[src/hw/rtl/lubw_pkg.sv]
// ----------------------------------------------------------------------------
// lubw_pkg
// Shared widths and constants for the longest unique byte window block.
// ----------------------------------------------------------------------------
package lubw_pkg;

  // Width of one character and the number of distinct byte values.
  localparam int unsigned ByteW      = 8;
  localparam int unsigned NumSymbols = 256;

  // Window length: a run of distinct bytes is at most 256 long.
  localparam int unsigned LenW   = 9;
  localparam int unsigned LenMax = 256;

  // Width of the reported start position.
  localparam int unsigned StartW = 16;

endpackage

[src/hw/rtl/lubw_in_if.sv]
// ----------------------------------------------------------------------------
// lubw_in_if
// Input channel: one byte of the string per item, with its flags.
// ----------------------------------------------------------------------------
interface lubw_in_if;
  import lubw_pkg::*;

  logic              valid;
  logic              ready;
  logic [ByteW-1:0]  byte_value;
  logic              no_byte;
  logic              end_of_string;

  modport source (
    output valid, byte_value, no_byte, end_of_string,
    input  ready
  );

  modport sink (
    input  valid, byte_value, no_byte, end_of_string,
    output ready
  );

endinterface

[src/hw/rtl/lubw_out_if.sv]
// ----------------------------------------------------------------------------
// lubw_out_if
// Result channel: start and length of the best window of one string.
// ----------------------------------------------------------------------------
interface lubw_out_if;
  import lubw_pkg::*;

  logic              valid;
  logic              ready;
  logic [StartW-1:0] best_start;
  logic [LenW-1:0]   best_length;
  logic              overflow;

  modport source (
    output valid, best_start, best_length, overflow,
    input  ready
  );

  modport sink (
    input  valid, best_start, best_length, overflow,
    output ready
  );

endinterface

[src/hw/rtl/lubw_ram.sv]
// ----------------------------------------------------------------------------
// lubw_ram
// Generic single-write, single-read RAM with a registered read port.
// ----------------------------------------------------------------------------
module lubw_ram #(
  parameter int unsigned Width = 16,
  parameter int unsigned Depth = 256
) (
  input  logic                     clk_i,
  input  logic                     we_i,
  input  logic [$clog2(Depth)-1:0] waddr_i,
  input  logic [Width-1:0]         wdata_i,
  input  logic                     re_i,
  input  logic [$clog2(Depth)-1:0] raddr_i,
  output logic [Width-1:0]         rdata_o
);

  logic [Width-1:0] mem_q [Depth];
  logic [Width-1:0] rdata_q;

  // Write port.
  always_ff @(posedge clk_i) begin
    if (we_i) begin
      mem_q[waddr_i] <= wdata_i;
    end
  end

  // Read port, data registered and held until the next read.
  always_ff @(posedge clk_i) begin
    if (re_i) begin
      rdata_q <= mem_q[raddr_i];
    end
  end

  assign rdata_o = rdata_q;

endmodule

[src/hw/rtl/longest_unique_byte_window_top.sv]
// ----------------------------------------------------------------------------
// longest_unique_byte_window_top
// Finds the first longest run of distinct bytes in a streamed byte string.
// ----------------------------------------------------------------------------
// The block takes one byte per item and per clock cycle, and items of the
// following string may follow the last item of a string without a gap. Each
// item first reads the last-position RAM on accept, then updates the window
// state and writes the RAM back in the update stage; a write in the same
// cycle as the next read to the same byte is forwarded. The result of a
// string is loaded into the output register when its last item leaves the
// update stage. Input is held off only while a last item waits for a result
// still untaken at the output. Positions count from 0; at 2^POS_WIDTH - 1
// they saturate and the result is flagged with overflow.
module longest_unique_byte_window_top #(
  parameter int unsigned POS_WIDTH = 16
) (
  input  logic       clk_i,
  input  logic       rst_ni,
  lubw_in_if.sink    in_i,
  lubw_out_if.source out_o
);
  import lubw_pkg::*;

  localparam logic [POS_WIDTH-1:0] PosMax = '1;
  localparam logic [POS_WIDTH:0]   LenMaxWide = (POS_WIDTH+1)'(LenMax);

  // Handshake and stage control.
  logic in_accept;
  logic out_free;
  logic s1_fire;
  logic s1_valid_q, s1_valid_d;

  // Item held in the update stage.
  logic [ByteW-1:0]     s1_byte_q;
  logic                 s1_no_byte_q;
  logic                 s1_last_q;
  logic                 fwd_hit_q;
  logic [POS_WIDTH-1:0] fwd_data_q;

  // Per-string window state.
  logic [NumSymbols-1:0] seen_q, seen_d;
  logic [POS_WIDTH-1:0]  win_start_q, win_start_d;
  logic [POS_WIDTH-1:0]  pos_count_q, pos_count_d;
  logic [POS_WIDTH-1:0]  best_start_q, best_start_d;
  logic [LenW-1:0]       best_len_q, best_len_d;
  logic                  ovf_q, ovf_d;

  // Output register.
  logic                 out_valid_q, out_valid_d;
  logic [StartW-1:0]    out_start_q;
  logic [LenW-1:0]      out_len_q;
  logic                 out_ovf_q;

  // RAM ports.
  logic                 ram_we;
  logic [POS_WIDTH-1:0] ram_rdata;

  // Update-stage datapath.
  logic                 has_byte;
  logic                 pos_sat;
  logic [POS_WIDTH-1:0] last_pos;
  logic                 repeat_hit;
  logic [POS_WIDTH-1:0] next_start;
  logic [POS_WIDTH-1:0] diff1;
  logic [LenW-1:0]      span1;
  logic                 take1;
  logic [POS_WIDTH-1:0] best_start1;
  logic [LenW-1:0]      best_len1;
  logic [POS_WIDTH-1:0] win_start1;
  logic [POS_WIDTH:0]   end_pos;
  logic [POS_WIDTH:0]   start_wide;
  logic [POS_WIDTH:0]   diff2;
  logic [LenW-1:0]      span2;
  logic                 take2;
  logic [POS_WIDTH-1:0] best_start2;
  logic [LenW-1:0]      best_len2;
  logic                 ovf_now;

  // Handshake: the update stage moves on unless a last item finds the
  // output register still occupied.
  assign out_free  = !out_valid_q || out_o.ready;
  assign s1_fire   = s1_valid_q && (!s1_last_q || out_free);
  assign in_i.ready = !s1_valid_q || s1_fire;
  assign in_accept = in_i.valid && in_i.ready;

  // Last-position table: read on accept, written back from the update stage.
  assign ram_we = s1_fire && has_byte;

  lubw_ram #(
    .Width (POS_WIDTH),
    .Depth (NumSymbols)
  ) u_last_pos_ram (
    .clk_i   (clk_i),
    .we_i    (ram_we),
    .waddr_i (s1_byte_q),
    .wdata_i (pos_count_q),
    .re_i    (in_accept),
    .raddr_i (in_i.byte_value),
    .rdata_o (ram_rdata)
  );

  // Stage valid bit.
  always_comb begin
    s1_valid_d = s1_valid_q;
    if (in_accept) begin
      s1_valid_d = 1'b1;
    end else if (s1_fire) begin
      s1_valid_d = 1'b0;
    end
  end

  // Item payload, plus the forwarded write that the RAM read would miss.
  always_ff @(posedge clk_i) begin
    if (in_accept) begin
      s1_byte_q    <= in_i.byte_value;
      s1_no_byte_q <= in_i.no_byte;
      s1_last_q    <= in_i.end_of_string;
      fwd_hit_q    <= ram_we && (s1_byte_q == in_i.byte_value);
      fwd_data_q   <= pos_count_q;
    end
  end

  // Window update for the item in the update stage.
  always_comb begin
    has_byte = !s1_no_byte_q;
    pos_sat  = (pos_count_q == PosMax);
    ovf_now  = has_byte && pos_sat;
    last_pos = fwd_hit_q ? fwd_data_q : ram_rdata;

    // A repeat inside the window closes the window before this byte.
    repeat_hit = has_byte && seen_q[s1_byte_q] && (last_pos >= win_start_q);
    next_start = (last_pos == PosMax) ? PosMax : last_pos + 1'b1;

    diff1 = pos_count_q - win_start_q;
    if (pos_count_q < win_start_q) begin
      span1 = '0;
    end else if ({1'b0, diff1} > LenMaxWide) begin
      span1 = LenW'(LenMax);
    end else begin
      span1 = LenW'(diff1);
    end

    take1       = repeat_hit && (span1 > best_len_q);
    best_start1 = take1 ? win_start_q : best_start_q;
    best_len1   = take1 ? span1 : best_len_q;
    win_start1  = repeat_hit ? next_start : win_start_q;

    // On the last item the final window is offered as well.
    end_pos    = has_byte ? ({1'b0, pos_count_q} + 1'b1) : {1'b0, pos_count_q};
    start_wide = {1'b0, win_start1};
    diff2      = end_pos - start_wide;
    if (end_pos < start_wide) begin
      span2 = '0;
    end else if (diff2 > LenMaxWide) begin
      span2 = LenW'(LenMax);
    end else begin
      span2 = LenW'(diff2);
    end

    take2 = s1_last_q && ((pos_count_q != '0) || has_byte) && (span2 > best_len1);
    best_start2 = take2 ? win_start1 : best_start1;
    best_len2   = take2 ? span2 : best_len1;
  end

  // Next values of the string state; a last item clears it for the next one.
  always_comb begin
    seen_d       = seen_q;
    win_start_d  = win_start_q;
    pos_count_d  = pos_count_q;
    best_start_d = best_start_q;
    best_len_d   = best_len_q;
    ovf_d        = ovf_q;
    if (s1_fire) begin
      if (s1_last_q) begin
        seen_d       = '0;
        win_start_d  = '0;
        pos_count_d  = '0;
        best_start_d = '0;
        best_len_d   = '0;
        ovf_d        = 1'b0;
      end else begin
        if (has_byte) begin
          seen_d[s1_byte_q] = 1'b1;
          pos_count_d       = pos_sat ? pos_count_q : pos_count_q + 1'b1;
        end
        win_start_d  = win_start1;
        best_start_d = best_start1;
        best_len_d   = best_len1;
        ovf_d        = ovf_q || ovf_now;
      end
    end
  end

  // Output register valid bit.
  always_comb begin
    out_valid_d = out_valid_q;
    if (s1_fire && s1_last_q) begin
      out_valid_d = 1'b1;
    end else if (out_o.ready) begin
      out_valid_d = 1'b0;
    end
  end

  // Result payload.
  always_ff @(posedge clk_i) begin
    if (s1_fire && s1_last_q) begin
      out_start_q <= StartW'(best_start2);
      out_len_q   <= best_len2;
      out_ovf_q   <= ovf_q || ovf_now;
    end
  end

  // Control and state registers.
  always_ff @(posedge clk_i or negedge rst_ni) begin
    if (!rst_ni) begin
      s1_valid_q   <= 1'b0;
      out_valid_q  <= 1'b0;
      seen_q       <= '0;
      win_start_q  <= '0;
      pos_count_q  <= '0;
      best_start_q <= '0;
      best_len_q   <= '0;
      ovf_q        <= 1'b0;
    end else begin
      s1_valid_q   <= s1_valid_d;
      out_valid_q  <= out_valid_d;
      seen_q       <= seen_d;
      win_start_q  <= win_start_d;
      pos_count_q  <= pos_count_d;
      best_start_q <= best_start_d;
      best_len_q   <= best_len_d;
      ovf_q        <= ovf_d;
    end
  end

  assign out_o.valid       = out_valid_q;
  assign out_o.best_start  = out_start_q;
  assign out_o.best_length = out_len_q;
  assign out_o.overflow    = out_ovf_q;

endmodule

[src/flat_wrapper.sv]
// flat-port wrapper written by rule: the top's interface ports become plain ports
module longest_unique_byte_window_top_flat import lubw_pkg::*;
#(
  parameter int unsigned POS_WIDTH = 16
)
  (clk_i, rst_ni, in_i_valid, in_i_byte_value, in_i_no_byte, in_i_end_of_string, in_i_ready, out_o_valid, out_o_best_start, out_o_best_length, out_o_overflow, out_o_ready);
  lubw_in_if in_i_i ();
  lubw_out_if out_o_i ();
  input  logic clk_i;
  input  logic rst_ni;
  input wire logic [$bits(in_i_i.valid)-1:0] in_i_valid;
  input wire logic [$bits(in_i_i.byte_value)-1:0] in_i_byte_value;
  input wire logic [$bits(in_i_i.no_byte)-1:0] in_i_no_byte;
  input wire logic [$bits(in_i_i.end_of_string)-1:0] in_i_end_of_string;
  output wire logic [$bits(in_i_i.ready)-1:0] in_i_ready;
  output wire logic [$bits(out_o_i.valid)-1:0] out_o_valid;
  output wire logic [$bits(out_o_i.best_start)-1:0] out_o_best_start;
  output wire logic [$bits(out_o_i.best_length)-1:0] out_o_best_length;
  output wire logic [$bits(out_o_i.overflow)-1:0] out_o_overflow;
  input wire logic [$bits(out_o_i.ready)-1:0] out_o_ready;
  assign in_i_i.valid = in_i_valid;
  assign in_i_i.byte_value = in_i_byte_value;
  assign in_i_i.no_byte = in_i_no_byte;
  assign in_i_i.end_of_string = in_i_end_of_string;
  assign in_i_ready = in_i_i.ready;
  assign out_o_valid = out_o_i.valid;
  assign out_o_best_start = out_o_i.best_start;
  assign out_o_best_length = out_o_i.best_length;
  assign out_o_overflow = out_o_i.overflow;
  assign out_o_i.ready = out_o_ready;
  longest_unique_byte_window_top #(.POS_WIDTH(POS_WIDTH)) u_core (.clk_i(clk_i), .rst_ni(rst_ni), .in_i(in_i_i), .out_o(out_o_i));
endmodule
[config.mk]
export PLATFORM = sky130hd
export DESIGN_NAME = longest_unique_byte_window_top_flat
export DESIGN_NICKNAME = d
export VERILOG_FILES = /design/src/hw/rtl/lubw_pkg.sv /design/src/hw/rtl/lubw_in_if.sv /design/src/hw/rtl/lubw_out_if.sv /design/src/hw/rtl/lubw_ram.sv /design/src/hw/rtl/longest_unique_byte_window_top.sv /design/src/flat_wrapper.sv
export SDC_FILE = /design/constraint.sdc
export NUM_CORES = 2
export LEC_CHECK = 0
export BUFFER_PORTS_ARGS = -buffer_cell sky130_fd_sc_hd__buf_2
export CORE_MARGIN = 5
export CORE_UTILIZATION = 50
export CTS_BUF_LIST = sky130_fd_sc_hd__clkbuf_16
export CTS_CLUSTER_SIZE = 24
export DETAILED_ROUTE_END_ITERATION = 10
export GPL_TIMING_DRIVEN = 0
export PLACE_DENSITY_LB_ADDON = 0.25
export SLEW_MARGIN = 5
export SYNTH_ARGS = -nofsm -noshare
export SYNTH_HDL_FRONTEND = slang
export SYNTH_SLANG_ARGS = --single-unit
[constraint.sdc]
create_clock -name clk_i -period 21.5 [get_ports clk_i]
set_input_delay 4.3 -clock clk_i [delete_from_list [all_inputs] [get_ports clk_i]]
set_output_delay 4.3 -clock clk_i [all_outputs]
set_load 0.01 [all_outputs]
==> flow_summary.json <==
{
  "cpPeakStageDelay_ps": 980,
  "antenna_found_initial": 40,
  "placementRows": 218,
  "hold_depth": 2,
  "drc": 0,
  "skew_ps": 85.1,
  "p_int_mw": 14.1,
  "maxCapViolations": 2,
  "fin_crit_ps": 12440,
  "gp_congestion": 0.989,
  "drive_above_1_share_pct": 29.6,
  "crit_type": "reg2reg",
  "peakVddDrop_mv": 0.0742,
  "multi_input_area_um2": 42000,
  "synth_top_area_share_pct": 70.9,
  "p_switching_mw": 3.92,
  "syn_nets": 8255,
  "core_region_area_um2": 352000,
  "worstSetupStartpointType": "flop",
  "track_usage_pct": 27.9,
  "drt_iter0_markers": 13400,
  "clkLatencyLatePin_ps": 1010,
  "hp-class": "reg2reg",
  "worstSetupPathDepth": 43,
  "cts_num_sinks": 4481,
  "post-cts-setup-buffer-count": 0,
  "async_reset_ff_share_pct": 7.05,
  "wire_per_inst_um": 36.5,
  "outcome": "finished with violations",
  "synthTopCellsByArea": "edfxtp_1, mux4_2, dfrtp_1, nor2_1, clkbuf_1",
  "vias": 90900,
  "p_sw_share_pct": 21.8,
  "first_global_vias": 89800,
  "start_util_pct": 50.1,
  "yosys_warnings": 0,
  "regArea_um2": 133000,
  "numCtsBuffers": 444,
  "port_buffers": 41,
  "die_w_um": 604,
  "slowest_stage": "a221oi_4",
  "power.share.clock_pct": 42.6,
  "grt_start_max_net_pins": 120,
  "synth_edf_count": 4165,
  "antenna_left": 0,
  "arrival_ps": 13080,
  "crit_family": "compound AO/OA/AOI/OAI gates",
  "ys_seq_area_share_pct": 75.4,
  "syn-cell-area_um2": 176000,
  "root_buffer": "clkbuf_16",
  "power_frac_comb_pct": 4.7,
  "p_per_area_nw_per_um2": 88.5,
  "post_cts_resized": 0,
  "hold_viol": 0,
  "die-area_um2": 365000,
  "cts_max_path_buffers": 4,
  "pwr-share-seq_pct": 52.7,
  "cpMostUsedCell": "a21oi_1",
  "max_slew_margin_pct": -4.31,
  "synth_top_area_cell": "edfxtp_1",
  "finalSetupViolCount": 0,
  "cts_tree": "built",
  "setup-tns-final_ps": 0,
  "worst_hold_slack_ps": 495,
  "cts_hold_buffers": 0,
  "leakagePower_nw": 72.3,
  "syn_avg_cell_area_um2": 21.6,
  "crit_fanout": 10,
  "htreeDepth": 5,
  "fp.dieH_um": 604,
  "grt_first_pass_wirelength_um": 711000,
  "failed_checks": "capacitance limit, slew limit",
  "crit_buf_inv": 9,
  "drt_pass1_iterations": 8,
  "grt-ovfl-total": 0,
  "rsz0062_at_grt": "no",
  "synthFlopType": "edfxtp_1",
  "syn_to_final_growth_pct": 15.1,
  "synth_seq_cells": 4481,
  "rr_worst_depth": 43,
  "path_clk_slew_ps": 60,
  "max_freq_mhz": 80.4,
  "end_kind": "flop",
  "cp.required_ps": 22140,
  "hpwl_um": 355000,
  "syn_inst": 8173,
  "fillCellCount": 25200,
  "drt-total-wl_um": 510000,
  "slew_violations": 20,
  "nets": 9035,
  "synth_cell_types": 90,
  "finalCritPeriodShare_pct": 57.9,
  "io_pins": 42,
  "viasPerCell": 6.51,
  "worst_pin_slew_ps": 1560
}
flip-flops by register name, indices dropped and copies added, names as in the netlist, 8 cells and up:
signal / cells
u_core.fwd_data_q: 16
u_core.u_last_pos_ram.rdata_o: 16
u_core.u_last_pos_ram.mem_q: 4096
u_core.best_len_q: 9
u_core.out_o.best_start: 16
u_core.pos_count_q: 16
u_core.best_start_q: 16
u_core.win_start_q: 16
u_core.s1_byte_q: 8
u_core.seen_q: 256
u_core.out_o.best_length: 9
power by group through the flow:
| stage | Combinational, mW | Clock (mW) | Sequential, mW |
|---|---|---|---|
| floorplan | 0.484 | 0 | 9.68 |
| global placement | 0.777 | 0 | 9.71 |
| detailed placement | 0.834 | 0 | 9.66 |
| CTS | 0.838 | 7.73 | 9.48 |
| global route | 0.890 | 8.11 | 9.47 |
| finish | 0.846 | 7.65 | 9.48 |
per-stage QoR:
step           total power [mW]  std cells  setup WS [ps]  cell area, um^2  utilization [%]
2_1_floorplan              10.2       8173          10310           176000                -
3_3_place_gp               10.5      12800           3510           182000             51.8
3_5_place_dp               10.5      13100           9390           189000             53.6
4_1_cts                    18.0      14000           9390           203000             57.7
5_1_grt                    18.5      14000           8800           203000             57.7
6_report                   18.0      14000           9060           203000             57.7
per-layer routing:
layer | global-route usage [%] | share of wire [%]
met5 | 0.172 | 0.056
met4 | 10.9 | 4.8
met3 | 6.15 | 10
met2 | 43.1 | 47
met1 | 39.1 | 38
cells in the final DEF, fill, tap and decap left out, drive strengths merged, types with 86 or more instances in the layout:
cell type	count
mux4	1395
edfxtp	4165
nor2	821
nand2	146
inv	182
buf	476
clkinv	201
a21oi	101
dfrtp	316
o21ai	86
clkbuf	751
worst min-delay path: stages (launching register included):
cell     delay, ps
dfrtp_1        340
nor2_1          50
nor2_1          70
cells in the mapped netlist, types with 14 or more instances:
cell / instances
a21oi_1: 99
a22oi_1: 38
and3_1: 25
buf_1: 123
clkbuf_1: 290
dfrtp_1: 316
edfxtp_1: 4165
ha_1: 66
inv_1: 66
mux2_2: 16
mux2i_1: 72
mux4_2: 1395
nand2_1: 146
nand2b_1: 14
nand3_1: 54
nor2_1: 821
nor2b_1: 22
nor3_1: 31
o21ai_0: 86
o22ai_1: 26
o31ai_1: 18
xnor2_1: 27
xor2_1: 25
final timing paths:
check	to	slack, ps	from
worst max register to register	u_core.out_o.best_start[4]	9060	u_core.s1_byte_q[3]
min in group asynchronous	u_core.s1_valid_q	3320	rst_ni
worst min register to register	u_core.seen_q[118]	500	u_core.seen_q[118]
worst min-delay path	u_core.seen_q[118]	500	u_core.seen_q[118]
worst max-delay path	u_core.out_o.best_start[4]	9060	u_core.s1_byte_q[3]
max in group asynchronous	u_core.seen_q[248]	16970	rst_ni
logic make-up after synthesis:
group	synth area share [%]
DFF	75.4
muxes	18.3
and+or+nand+nor	2.77
buffers and inverters	1.17
AOI/OAI and AO/OA	1.54
adders and majority gates	0.508
xor gates and xnor gates	0.258
cell type report:
type	count	area share [%]
clock inverters	373	1.52
plain buffers	442	0.933
flip-flops and latches	4481	65.5
clock buffers	451	5.56
repair buffers	334	2.74
multi-input cells	3182	20.7
well taps	4620	2.85
inverters	68	0.126
diodes	9	0.0111
Note: power is estimated with default switching activity, not from simulation.
